--- config.mk ---
export PLATFORM = sky130hd
export DESIGN_NAME = circle_rasterizer_octant
export DESIGN_NICKNAME = d
export VERILOG_FILES = /design/src/hdl/circ_pkg.sv /design/src/hdl/circ_front.sv /design/src/hdl/circ_queue.sv /design/src/hdl/circ_back.sv /design/src/hdl/circle_rasterizer_octant.sv
export SDC_FILE = /design/constraint.sdc
export NUM_CORES = 1
export LEC_CHECK = 0
export ABC_AREA = 1
export ABC_CLOCK_PERIOD_IN_PS = 5000
export BUFFER_PORTS_ARGS = -buffer_cell sky130_fd_sc_hd__buf_2
export CORE_MARGIN = 4
export CORE_UTILIZATION = 35
export CTS_BUF_LIST = sky130_fd_sc_hd__clkbuf_16
export DETAILED_ROUTE_END_ITERATION = 6
export PLACE_DENSITY_LB_ADDON = 0.05
export SKIP_LAST_GASP = 1
export SYNTH_ARGS = -nofsm -noshare
export SYNTH_HDL_FRONTEND = slang
export SYNTH_SLANG_ARGS = --single-unit
--- constraint.sdc ---
create_clock -name clk_i -period 5 [get_ports clk_i]
set_input_delay 0.25 -clock clk_i [delete_from_list [all_inputs] [get_ports clk_i]]
set_output_delay 0.25 -clock clk_i [all_outputs]
set_load 0.01 [all_outputs]
--- src/hdl/circ_pkg.sv ---
`timescale 1ns / 1ps
package circ_pkg;

  localparam logic FUNC_START = 1'b0;
  localparam logic FUNC_STEP  = 1'b1;

  localparam int unsigned QDEPTH = 2;
  localparam int unsigned QPTR_W = $clog2(QDEPTH);

  localparam int unsigned CENTRE_W = 12;
  localparam int unsigned STEP_W   = 10;
  localparam int unsigned DEC_W    = 16;
  localparam int unsigned POS_W    = 14;
  localparam int unsigned OFFS_W   = 15;

  typedef struct packed {
    logic signed [CENTRE_W-1:0] cx;
    logic signed [CENTRE_W-1:0] cy;
    logic signed [STEP_W-1:0]   x;
    logic signed [STEP_W-1:0]   y;
    logic                       last;
  } job_t;

  typedef struct packed {
    logic signed [POS_W-1:0] col;
    logic signed [POS_W-1:0] row;
    logic [2:0]              octant;
    logic                    last;
  } point_t;

endpackage

--- src/hdl/circ_front.sv ---
`timescale 1ns / 1ps
module circ_front import circ_pkg::*; #(
  parameter int MAX_RADIUS = 511
) (
  input  logic                       clk_i,
  input  logic                       rst_ni,
  input  logic                       in_valid_i,
  output logic                       in_ready_o,
  input  logic                       func_i,
  input  logic signed [CENTRE_W-1:0] center_x_i,
  input  logic signed [CENTRE_W-1:0] center_y_i,
  input  logic [8:0]                 radius_i,
  output logic                       push_valid_o,
  input  logic                       push_ready_i,
  output job_t                       push_job_o
);

  logic signed [CENTRE_W-1:0] cx_q, cx_d, cy_q, cy_d;
  logic signed [STEP_W-1:0]   x_q, x_d, y_q, y_d;
  logic signed [DEC_W-1:0]    d_q, d_d;
  logic                       busy_q, busy_d;

  logic                       acc;
  logic [8:0]                 r_sat;
  logic signed [STEP_W-1:0]   x_inc, y_dec, y_nx;
  logic signed [DEC_W-1:0]    xe, ye, d_nx;
  logic                       done;

  assign in_ready_o = push_ready_i;
  assign acc        = in_valid_i && in_ready_o;

  always_comb begin
    r_sat = ({2'b00, radius_i} > 11'(MAX_RADIUS)) ? 9'(MAX_RADIUS) : radius_i;
    x_inc = x_q + 10'sd1;
    y_dec = y_q - 10'sd1;
    xe    = DEC_W'(x_inc);
    if (d_q > 16'sd0) begin
      y_nx = y_dec;
      ye   = DEC_W'(y_dec);
      d_nx = d_q + ((xe - ye) <<< 2) + 16'sd10;
    end else begin
      y_nx = y_q;
      ye   = DEC_W'(y_q);
      d_nx = d_q + (xe <<< 2) + 16'sd6;
    end
    done = y_nx < x_inc;
  end

  always_comb begin
    cx_d         = cx_q;
    cy_d         = cy_q;
    x_d          = x_q;
    y_d          = y_q;
    d_d          = d_q;
    busy_d       = busy_q;
    push_valid_o = 1'b0;
    push_job_o   = '{cx: cx_q, cy: cy_q, x: x_inc, y: y_nx, last: done};
    if (acc) begin
      if (func_i == FUNC_START) begin
        cx_d         = center_x_i;
        cy_d         = center_y_i;
        x_d          = '0;
        y_d          = STEP_W'(r_sat);
        d_d          = 16'sd3 - DEC_W'({r_sat, 1'b0});
        busy_d       = 1'b1;
        push_valid_o = 1'b1;
        push_job_o   = '{cx: center_x_i, cy: center_y_i, x: '0,
                         y: STEP_W'(r_sat), last: 1'b0};
      end else if (busy_q) begin
        x_d          = x_inc;
        y_d          = y_nx;
        d_d          = d_nx;
        busy_d       = !done;
        push_valid_o = 1'b1;
      end
    end
  end

  always_ff @(posedge clk_i or negedge rst_ni) begin
    if (!rst_ni) begin
      cx_q   <= '0;
      cy_q   <= '0;
      x_q    <= '0;
      y_q    <= '0;
      d_q    <= '0;
      busy_q <= 1'b0;
    end else begin
      cx_q   <= cx_d;
      cy_q   <= cy_d;
      x_q    <= x_d;
      y_q    <= y_d;
      d_q    <= d_d;
      busy_q <= busy_d;
    end
  end

endmodule

--- src/hdl/circ_queue.sv ---
`timescale 1ns / 1ps
module circ_queue import circ_pkg::*; (
  input  logic clk_i,
  input  logic rst_ni,
  input  logic push_valid_i,
  output logic push_ready_o,
  input  job_t push_job_i,
  output logic pop_valid_o,
  input  logic pop_ready_i,
  output job_t pop_job_o
);

  job_t               mem_q [QDEPTH];
  logic [QPTR_W-1:0]  wr_q, wr_d, rd_q, rd_d;
  logic [QPTR_W:0]    cnt_q, cnt_d;
  logic               do_push, do_pop;

  assign push_ready_o = cnt_q != (QPTR_W+1)'(QDEPTH);
  assign pop_valid_o  = cnt_q != '0;
  assign pop_job_o    = mem_q[rd_q];
  assign do_push      = push_valid_i && push_ready_o;
  assign do_pop       = pop_valid_o && pop_ready_i;

  always_comb begin
    wr_d  = do_push ? wr_q + 1'b1 : wr_q;
    rd_d  = do_pop ? rd_q + 1'b1 : rd_q;
    cnt_d = cnt_q + (QPTR_W+1)'(do_push) - (QPTR_W+1)'(do_pop);
  end

  always_ff @(posedge clk_i) begin
    if (do_push) begin
      mem_q[wr_q] <= push_job_i;
    end
  end

  always_ff @(posedge clk_i or negedge rst_ni) begin
    if (!rst_ni) begin
      wr_q  <= '0;
      rd_q  <= '0;
      cnt_q <= '0;
    end else begin
      wr_q  <= wr_d;
      rd_q  <= rd_d;
      cnt_q <= cnt_d;
    end
  end

endmodule

--- src/hdl/circ_back.sv ---
`timescale 1ns / 1ps
module circ_back import circ_pkg::*; #(
  parameter int SCREEN_COLS = 640,
  parameter int SCREEN_ROWS = 400,
  parameter int ROW_BYTES   = 80
) (
  input  logic              clk_i,
  input  logic              rst_ni,
  input  logic              job_valid_i,
  output logic              job_ready_o,
  input  job_t              job_i,
  output logic              out_valid_o,
  input  logic              out_ready_i,
  output logic [OFFS_W-1:0] byte_offset_o,
  output logic [7:0]        bit_mask_o,
  output logic              visible_o,
  output logic [2:0]        octant_o,
  output logic              last_o
);

  localparam int unsigned RB_W = $clog2(ROW_BYTES + 1);
  localparam logic signed [POS_W-1:0] ColLim = POS_W'(SCREEN_COLS);
  localparam logic signed [POS_W-1:0] RowLim = POS_W'(SCREEN_ROWS);
  localparam logic [RB_W-1:0] RowBytes = RB_W'(ROW_BYTES);

  logic [2:0]              oct_q, oct_d;
  logic                    a_valid_q, a_valid_d;
  point_t                  a_q, a_d;
  logic                    a_ready, a_load, b_adv;

  logic signed [POS_W-1:0] sa, sb, col, row;

  logic                    vis;
  logic [11+RB_W-1:0]      prod;
  logic [OFFS_W-1:0]       offs;

  logic                    out_valid_q, out_valid_d;
  logic [OFFS_W-1:0]       offs_q, offs_d;
  logic [7:0]              mask_q, mask_d;
  logic                    vis_q, vis_d;
  logic [2:0]              octo_q, octo_d;
  logic                    last_q, last_d;

  assign b_adv       = !out_valid_q || out_ready_i;
  assign a_ready     = !a_valid_q || b_adv;
  assign a_load      = job_valid_i && a_ready;
  assign job_ready_o = a_ready && (oct_q == 3'd7);

  // octant bit 2 swaps x and y, bit 0 mirrors the column, bit 1 the row
  always_comb begin
    sa  = oct_q[2] ? POS_W'(job_i.y) : POS_W'(job_i.x);
    sb  = oct_q[2] ? POS_W'(job_i.x) : POS_W'(job_i.y);
    col = POS_W'(job_i.cx) + (oct_q[0] ? -sa : sa);
    row = POS_W'(job_i.cy) + (oct_q[1] ? -sb : sb);
    oct_d     = a_load ? oct_q + 3'd1 : oct_q;
    a_valid_d = a_load ? 1'b1 : (b_adv ? 1'b0 : a_valid_q);
    a_d       = a_load ? '{col: col, row: row, octant: oct_q,
                           last: job_i.last && (oct_q == 3'd7)} : a_q;
  end

  always_comb begin
    vis  = (a_q.col >= 0) && (a_q.col < ColLim) && (a_q.row >= 0) && (a_q.row < RowLim);
    prod = a_q.row[10:0] * RowBytes;
    offs = OFFS_W'(prod) + OFFS_W'(a_q.col[10:3]);
    out_valid_d = b_adv ? a_valid_q : out_valid_q;
    offs_d      = offs_q;
    mask_d      = mask_q;
    vis_d       = vis_q;
    octo_d      = octo_q;
    last_d      = last_q;
    if (b_adv && a_valid_q) begin
      offs_d = vis ? offs : '0;
      mask_d = vis ? (8'h80 >> a_q.col[2:0]) : 8'h00;
      vis_d  = vis;
      octo_d = a_q.octant;
      last_d = a_q.last;
    end
  end

  always_ff @(posedge clk_i) begin
    a_q    <= a_d;
    offs_q <= offs_d;
    mask_q <= mask_d;
    vis_q  <= vis_d;
    octo_q <= octo_d;
    last_q <= last_d;
  end

  always_ff @(posedge clk_i or negedge rst_ni) begin
    if (!rst_ni) begin
      oct_q       <= '0;
      a_valid_q   <= 1'b0;
      out_valid_q <= 1'b0;
    end else begin
      oct_q       <= oct_d;
      a_valid_q   <= a_valid_d;
      out_valid_q <= out_valid_d;
    end
  end

  assign out_valid_o   = out_valid_q;
  assign byte_offset_o = offs_q;
  assign bit_mask_o    = mask_q;
  assign visible_o     = vis_q;
  assign octant_o      = octo_q;
  assign last_o        = last_q;

endmodule

--- src/hdl/circle_rasterizer_octant.sv ---
`timescale 1ns / 1ps
// an accepted input word passes the job queue, then the back end's point register and
//   its output register; a start, or a step while a circle is busy, gives eight result
//   words, one per cycle unless stalled, and its job leaves the queue at octant seven
// a two-entry job queue lets the front take words while results wait
// reset clears circle state, queue, octant counter and output valid
module circle_rasterizer_octant import circ_pkg::*; #(
  parameter int SCREEN_COLS = 640,
  parameter int SCREEN_ROWS = 400,
  parameter int ROW_BYTES   = 80,
  parameter int MAX_RADIUS  = 511
) (
  input  logic                       clk_i,
  input  logic                       rst_ni,
  input  logic                       in_valid_i,
  output logic                       in_ready_o,
  input  logic                       func_i,
  input  logic signed [CENTRE_W-1:0] center_x_i,
  input  logic signed [CENTRE_W-1:0] center_y_i,
  input  logic [8:0]                 radius_i,
  output logic                       out_valid_o,
  input  logic                       out_ready_i,
  output logic [OFFS_W-1:0]          byte_offset_o,
  output logic [7:0]                 bit_mask_o,
  output logic                       visible_o,
  output logic [2:0]                 octant_o,
  output logic                       last_o
);

  logic push_valid, push_ready, pop_valid, pop_ready;
  job_t push_job, pop_job;

  circ_front #(.MAX_RADIUS(MAX_RADIUS)) u_front (
    .clk_i, .rst_ni, .in_valid_i, .in_ready_o, .func_i,
    .center_x_i, .center_y_i, .radius_i,
    .push_valid_o(push_valid), .push_ready_i(push_ready), .push_job_o(push_job)
  );

  circ_queue u_queue (
    .clk_i, .rst_ni,
    .push_valid_i(push_valid), .push_ready_o(push_ready), .push_job_i(push_job),
    .pop_valid_o(pop_valid), .pop_ready_i(pop_ready), .pop_job_o(pop_job)
  );

  circ_back #(
    .SCREEN_COLS(SCREEN_COLS), .SCREEN_ROWS(SCREEN_ROWS), .ROW_BYTES(ROW_BYTES)
  ) u_back (
    .clk_i, .rst_ni,
    .job_valid_i(pop_valid), .job_ready_o(pop_ready), .job_i(pop_job),
    .out_valid_o, .out_ready_i, .byte_offset_o, .bit_mask_o,
    .visible_o, .octant_o, .last_o
  );

endmodule

==> flow_summary.toml, run 1 <==
[critical_path]
startpoint_type = "register"
worstSetupStartpoint = "u_front.x_q[0]$_DFFE_PN0P_"
crit_type = "register to register"
endpoint_kind = "register"
cp.arrival_ns = 4.83
path_max_fanout = 7
worstReg2RegStart = "u_front.x_q[0]$_DFFE_PN0P_"
crit_required_ns = 5.43

[place]
dpl.hpwl_um = 26700
place.gp.congestion = 0.848
place_area_sq_mm = 0.0148
port_buffers = 67

[route]
drtPass1Iterations = 5
topRoutingLayerUsed = "met4"
via_per_inst = 4.72
met1_length_um = 16200
wl_met2_um = 17700
wl_met3_um = 1120
wl_per_cell_um = 16.0
ant_nets = 0
totalWireLength_um = 35500
drt_iter0_markers = 426
drc = 0
vias = 10500

[min_path]
hold_start = "radius_i[2]"
hold_class = "primary input to register"

[clock_network]
clk_pin_slew_ns = 0.06
clk_root_buffer_cell = "clkbuf_16"
post_cts_buffers = 0
clk_path_buf_depth = 3
cts_tree = "yes"
cts_num_sinks = 220
tritoncts.num_buffers = 27
htreeDepth = 1
clkLatencyLatePin_ns = 0.54

[floorplan]
die_h_um = 207
core_sq_mm = 0.0388
dieArea_sq_mm = 0.0428
die_w_um = 207
initial_core_util = 0.356
io_pins = 68
rows = 72

[final_layout]
fin_area_sq_mm = 0.0160
fill_cells = 3901
utilization = 0.412
multi_input_area_sq_mm = 0.00676
diodes = 0
drive_gt1_frac = 0.109
regArea_sq_mm = 0.00626
layout.nets = 1849
area_growth_pct = 15.6

[global_route]
grt_start_max_net_pins = 48
antenna_found_initial = 0
overflow = 0
grt_pass1_wl_um = 56800
track_usage = 0.169
grt_pass1_vias = 10500

[timing]
finalClockSkew_ns = 0.0205
rsz0062_at_grt = "false"
fin_crit_ns = 4.40
max_freq_ghz = 0.227
hold_violations = 0
hold_ws_ns = 0.0408
final_max_slew_viol_count = 0
setup-tns-final_ns = 0
finalSetupViolCount = 0
fin_crit_sh = 0.880
worst_pin_slew_ns = 0.750
max_slew_margin = 0.495

[synthesis]
synth.most_common_cell = "nand2_1"
synth_cell_type_count = 53
synth_compound_gate_area_share = 0.110
ys_seq_area_frac = 0.452
synthMuxAreaShare = 0.00434
synthCells = 1569
syn-num-nets = 1740
yosys.area.top_type = "edfxtp_1"
synth_top_family_by_area = "simple AND/OR/NAND/NOR gates"
synthAdderAreaFrac = 0.124
synth_xor_xnor_area_share = 0.0524
avgSynthCellArea_sq_um = 8.82
synth_top_area_frac = 0.325
synth-seq-cells = 220
yosysWarnings = 0
syn_area_sq_mm = 0.0138
netlist_top_cells_area = "edfxtp_1 33%, dfrtp_1 13%, ha_1 11%"
synth-simple-area-share = 0.196
synth_flop_cell = "edfxtp_1"
async_flop_share = 0.318
synth_edf_count = 150
yosys-top-cells-count = "415 x nand2_1, 176 x inv_1, 150 x edfxtp_1, 126 x ha_1, 97 x a21oi_1"

[flow_run]
drv_cap = 0

[run_status]
status = "finished, final reports clean"
area by class of cell:
| type | instances | area share |
|---|---|---|
| multi-input cells | 1134 | 0.423 |
| flip-flops and latches | 220 | 0.391 |
| repair buffers | 115 | 0.0477 |
| clock buffers | 27 | 0.0422 |
| inverters | 180 | 0.0422 |
| well taps | 518 | 0.0405 |
| clock inverters | 23 | 0.0138 |
cells in the final DEF, fill, tap and decap left out, types with 6 or more instances in the layout:
cell,instances
nand2_1,415
o21ai_1,7
or2_2,10
dfrtp_1,70
fa_1,7
a21oi_1,96
o21bai_1,8
o21ai_0,94
xor2_1,55
xnor2_1,26
buf_2,66
clkbuf_16,27
nor2_1,92
nor3_1,27
nand2_2,15
dlygate4sd3_1,26
nand4_1,10
o22ai_1,13
mux2i_1,6
o21ai_2,14
buf_4,23
inv_1,179
ha_1,126
clkinv_1,8
edfxtp_1,150
nand3_1,54
state kept, by name, summed over array words and instances, names as in the netlist, 2 cells and up:
register,flops
u_front.cy_q,12
u_back.byte_offset_o,15
u_queue.cnt_q,2
u_front.y_q,10
u_front.x_q,10
u_back.octant_o,3
u_back.bit_mask_o,8
u_back.a_q,32
u_front.d_q,16
u_queue.mem_q,90
u_front.cx_q,12
u_back.oct_q,3
path summary, 6_finish.rpt:
| path | end | slack (ns) | cells after the start |
|---|---|---|---|
| min | u_front.y_q[2]$_DFFE_PN0P_ | 0.04 | 3 |
| min in group asynchronous | u_front.d_q[0]$_DFFE_PN0P_ | 0.18 | 2 |
| max in group asynchronous | u_front.cy_q[9]$_DFFE_PN0P_ | 3.78 | 3 |
| min reg2reg | u_back.last_o$_DFFE_PP_ | 0.42 | 0 |
| max | u_front.d_q[13]$_DFFE_PN0P_ | 0.60 | 22 |
| max reg2reg | u_front.d_q[13]$_DFFE_PN0P_ | 0.60 | 22 |
logic make-up after synthesis:
family          after synthesis
fa+ha+maj                   133
compound gates              268
mux                           6
xor+xnor                     82
buf+inv                     215
simple gates                645
flops                       220
critical path, cell delays in order, from the launching register on:
cell and delay, ns:
dfrtp_1 0.48, inv_1 0.13, nor3_1 0.28, inv_1 0.07, nor3_1 0.32, xor2_1 0.19, ha_1 0.39, nand2_1 0.08
nor3_1 0.24, a21oi_1 0.15, o21ai_0 0.21, xor2_1 0.18, ha_1 0.25, ha_1 0.35, nand2_1 0.09, nor2_1 0.15
inv_1 0.05, o21ai_0 0.27, nand2_1 0.12, nand3_1 0.09, nand3_1 0.08, nand3_1 0.09, nand2_1 0.05
through the flow:
| stage | setup WS (ns) | instances |
|---|---|---|
| 6_report | 0.600 | 2217 |
| 5_1_grt | 0.0753 | 2217 |
| 4_1_cts | 0.599 | 2217 |
| 3_5_place_dp | 0.624 | 2141 |
| 3_3_place_gp | 0.708 | 2141 |
| 2_1_floorplan | 1.20 | 1569 |
timing repair:
item | in CTS | in global routing
hold endpoints to repair | 51 | 0
setup endpoints to repair | 0 | 0
gates resized for setup | 0 | 0
hold buffers | 26 | 0
routing by layer:
| metal | track usage | vias up |
|---|---|---|
| met5 | 0 | - |
| met4 | 0.0281 | 0 |
| met2 | 0.305 | 129 |
| met3 | 0.0175 | 29 |
| met1 | 0.223 | 4823 |
| li1 | - | 5482 |
Power of run 1 is left out: the tool's default activity adds up to more than one toggle a clock period on the data nets, which glitch-free logic cannot reach.
==> inputs of run 2 (changes only) <==
--- a/config.mk
+++ b/config.mk
@@ -8,6 +8,8 @@
 export ABC_AREA = 1
 export ABC_CLOCK_PERIOD_IN_PS = 5000
 export BUFFER_PORTS_ARGS = -buffer_cell sky130_fd_sc_hd__buf_2
+export CELL_PAD_IN_SITES_DETAIL_PLACEMENT = 0
+export CELL_PAD_IN_SITES_GLOBAL_PLACEMENT = 2
 export CORE_MARGIN = 4
 export CORE_UTILIZATION = 35
 export CTS_BUF_LIST = sky130_fd_sc_hd__clkbuf_16
==> run 2 against run 1 <==
  * Sequential share of layout area rose by 0.068 points
  * Maximum frequency fell by 2.0%
  * Global-route usage rose by 0.63 points
  * Critical endpoint is now u_front.d_q[14]$_DFFE_PN0P_
  * Sequential cell count did not move
  * Setup slack got worse by 0.092 ns
  * Die area did not move
  * Highest routed layer unchanged
  * Largest cell class unchanged
  * Via count fell by 0.49%
  * Hold slack improved by 0.0032 ns
==> flow_summary.toml, run 2 (synthesis results as in run 1) <==
[clock_network]
cts_tree = "yes"
clkLatencyLatePin_ns = 0.54
htreeDepth = 1
tritoncts.num_buffers = 27
cts_num_sinks = 220
clk_pin_slew_ns = 0.06
clk_root_buffer_cell = "clkbuf_16"
clk_path_buf_depth = 3

[final_layout]
reg_top3 = "u_queue.mem_q: 90 flops, u_back.a_q: 32 flops, u_front.d_q: 16 flops"
layout.nets = 1849
largest_reg_flops = 90
diodes = 0
layout_common_cells = "415 x nand2_1, 182 x inv_1, 150 x edfxtp_1, 126 x ha_1, 96 x a21oi_1"
layout_commonest_cell = "nand2_1"
drive_gt1_frac = 0.110
area_growth_pct = 15.5
regMostFlops = "u_queue.mem_q"
fill_cells = 3932

[global_route]
antenna_found_initial = 0
grt_pass1_wl_um = 58500
grt_start_max_net_pins = 48
track_usage = 0.175
grt_pass1_vias = 10900
overflow = 0

[timing]
finalSetupViolCount = 0
final_max_slew_viol_count = 0
setup-tns-final_ns = 0
rsz0062_at_grt = "false"
finalClockSkew_ns = 0.0186
max_freq_ghz = 0.223
max_slew_margin = 0.286
hold_violations = 0
fin_crit_ns = 4.49
fin_crit_sh = 0.898
worst_pin_slew_ns = 1.07

[route]
drtPass1Iterations = 4
ant_nets = 0
wl_per_cell_um = 16.5
via_per_inst = 4.70
totalWireLength_um = 36500
drt_iter0_markers = 361
vias = 10400
drc = 0

[floorplan]
initial_core_util = 0.356
die_w_um = 207
io_pins = 68
rows = 72
core_sq_mm = 0.0388
die_h_um = 207
dieArea_sq_mm = 0.0428

[place]
dpl.hpwl_um = 27700
place.gp.congestion = 0.822
port_buffers = 67

[flow_run]
drv_cap = 0

[critical_path]
endpoint_kind = "register"
cp.arrival_ns = 4.92
path_max_fanout = 7
startpoint_type = "register"
reg2reg_depth = 24
crit_type = "register to register"
crit_required_ns = 5.42

[min_path]
hold_depth = 3
hold_class = "primary input to register"

[run_status]
status = "finished, final reports clean"
-- run 2: changes by cell type in the layout (fill, tap and decap cells not counted), sizes merged --
cell / delta
bufinv: -1
clkinv: -6
clkinvlp: +3
inv: +3
-- run 2: metrics by stage --
step	instances	cell area [sq um]	hold WS [ns]	setup WS (ns)	utilization
2_1_floorplan	1569	13800	-0.0456	1.20	-
3_3_place_gp	2140	14800	0.223	0.591	0.382
3_5_place_dp	2140	14800	0.218	0.413	0.382
4_1_cts	2215	16000	0.0127	0.385	0.411
5_1_grt	2216	16000	0.0413	0.0755	0.412
6_report	2216	16000	0.0440	0.508	0.412
-- run 2: critical path, stage by stage, from the launching register on --
cell     delay (ns)
dfrtp_2        0.44
ha_1           0.21
nand3_1        0.11
nor2_1         0.14
nand2_1        0.09
nor2_1         0.12
xor2_1         0.41
inv_1          0.15
ha_1           0.36
inv_1          0.07
nor3_1         0.23
nand3_1        0.10
nand4_1        0.16
nand2_1        0.14
ha_1           0.30
ha_1           0.34
inv_1          0.10
nor3_1         0.27
nand3_1        0.11
nand4_1        0.13
a21oi_1        0.07
o21ai_0        0.08
o21ai_0        0.11
nand2_1        0.07
nand2_1        0.06
-- run 2: area by class of cell --
type                            instances  area (sq um)  share of cell area
Clock buffer                           27           676              0.0423
Clock inverter                         22           190              0.0119
Inverter                              180           676              0.0423
Multi-Input combinational cell       1134          6770               0.424
Sequential cell                       220          6260               0.392
Tap cell                              518           648              0.0406
Timing Repair Buffer                  115           763              0.0478
-- run 2: path summary, 6_finish.rpt --
kind                       slack (ns)                       start                           end
setup / recovery                 0.51  u_front.x_q[0]$_DFFE_PN0P_   u_front.d_q[14]$_DFFE_PN0P_
setup reg to reg                 0.51  u_front.x_q[0]$_DFFE_PN0P_   u_front.d_q[14]$_DFFE_PN0P_
hold / removal                   0.04                 radius_i[3]    u_front.y_q[3]$_DFFE_PN0P_
max in group asynchronous        3.77                      rst_ni    u_front.x_q[0]$_DFFE_PN0P_
min in group asynchronous        0.18                      rst_ni    u_front.d_q[2]$_DFFE_PN0P_
hold reg to reg                  0.45     u_back.a_q[1]$_DFFE_PP_  u_back.octant_o[0]$_DFFE_PP_
-- run 2: timing repair --
action / 4_1_cts / 5_1_grt
hold endpoints to repair: 53 / 0
setup buffers: 0 / 1
endpoints found under the setup margin: 0 / 1
hold buffers: 26 / 0
resized for setup: 0 / 1
-- run 2: routing by layer --
metal / track usage / up-vias / part of all wire
met5: 0 / - / 0
met4: 0.0482 / 0 / 0.026
met3: 0.0184 / 51 / 0.026
met2: 0.331 / 101 / 0.52
met1: 0.211 / 4779 / 0.43
li1: - / 5481 / -
Power of run 2 is left out for the same reason.
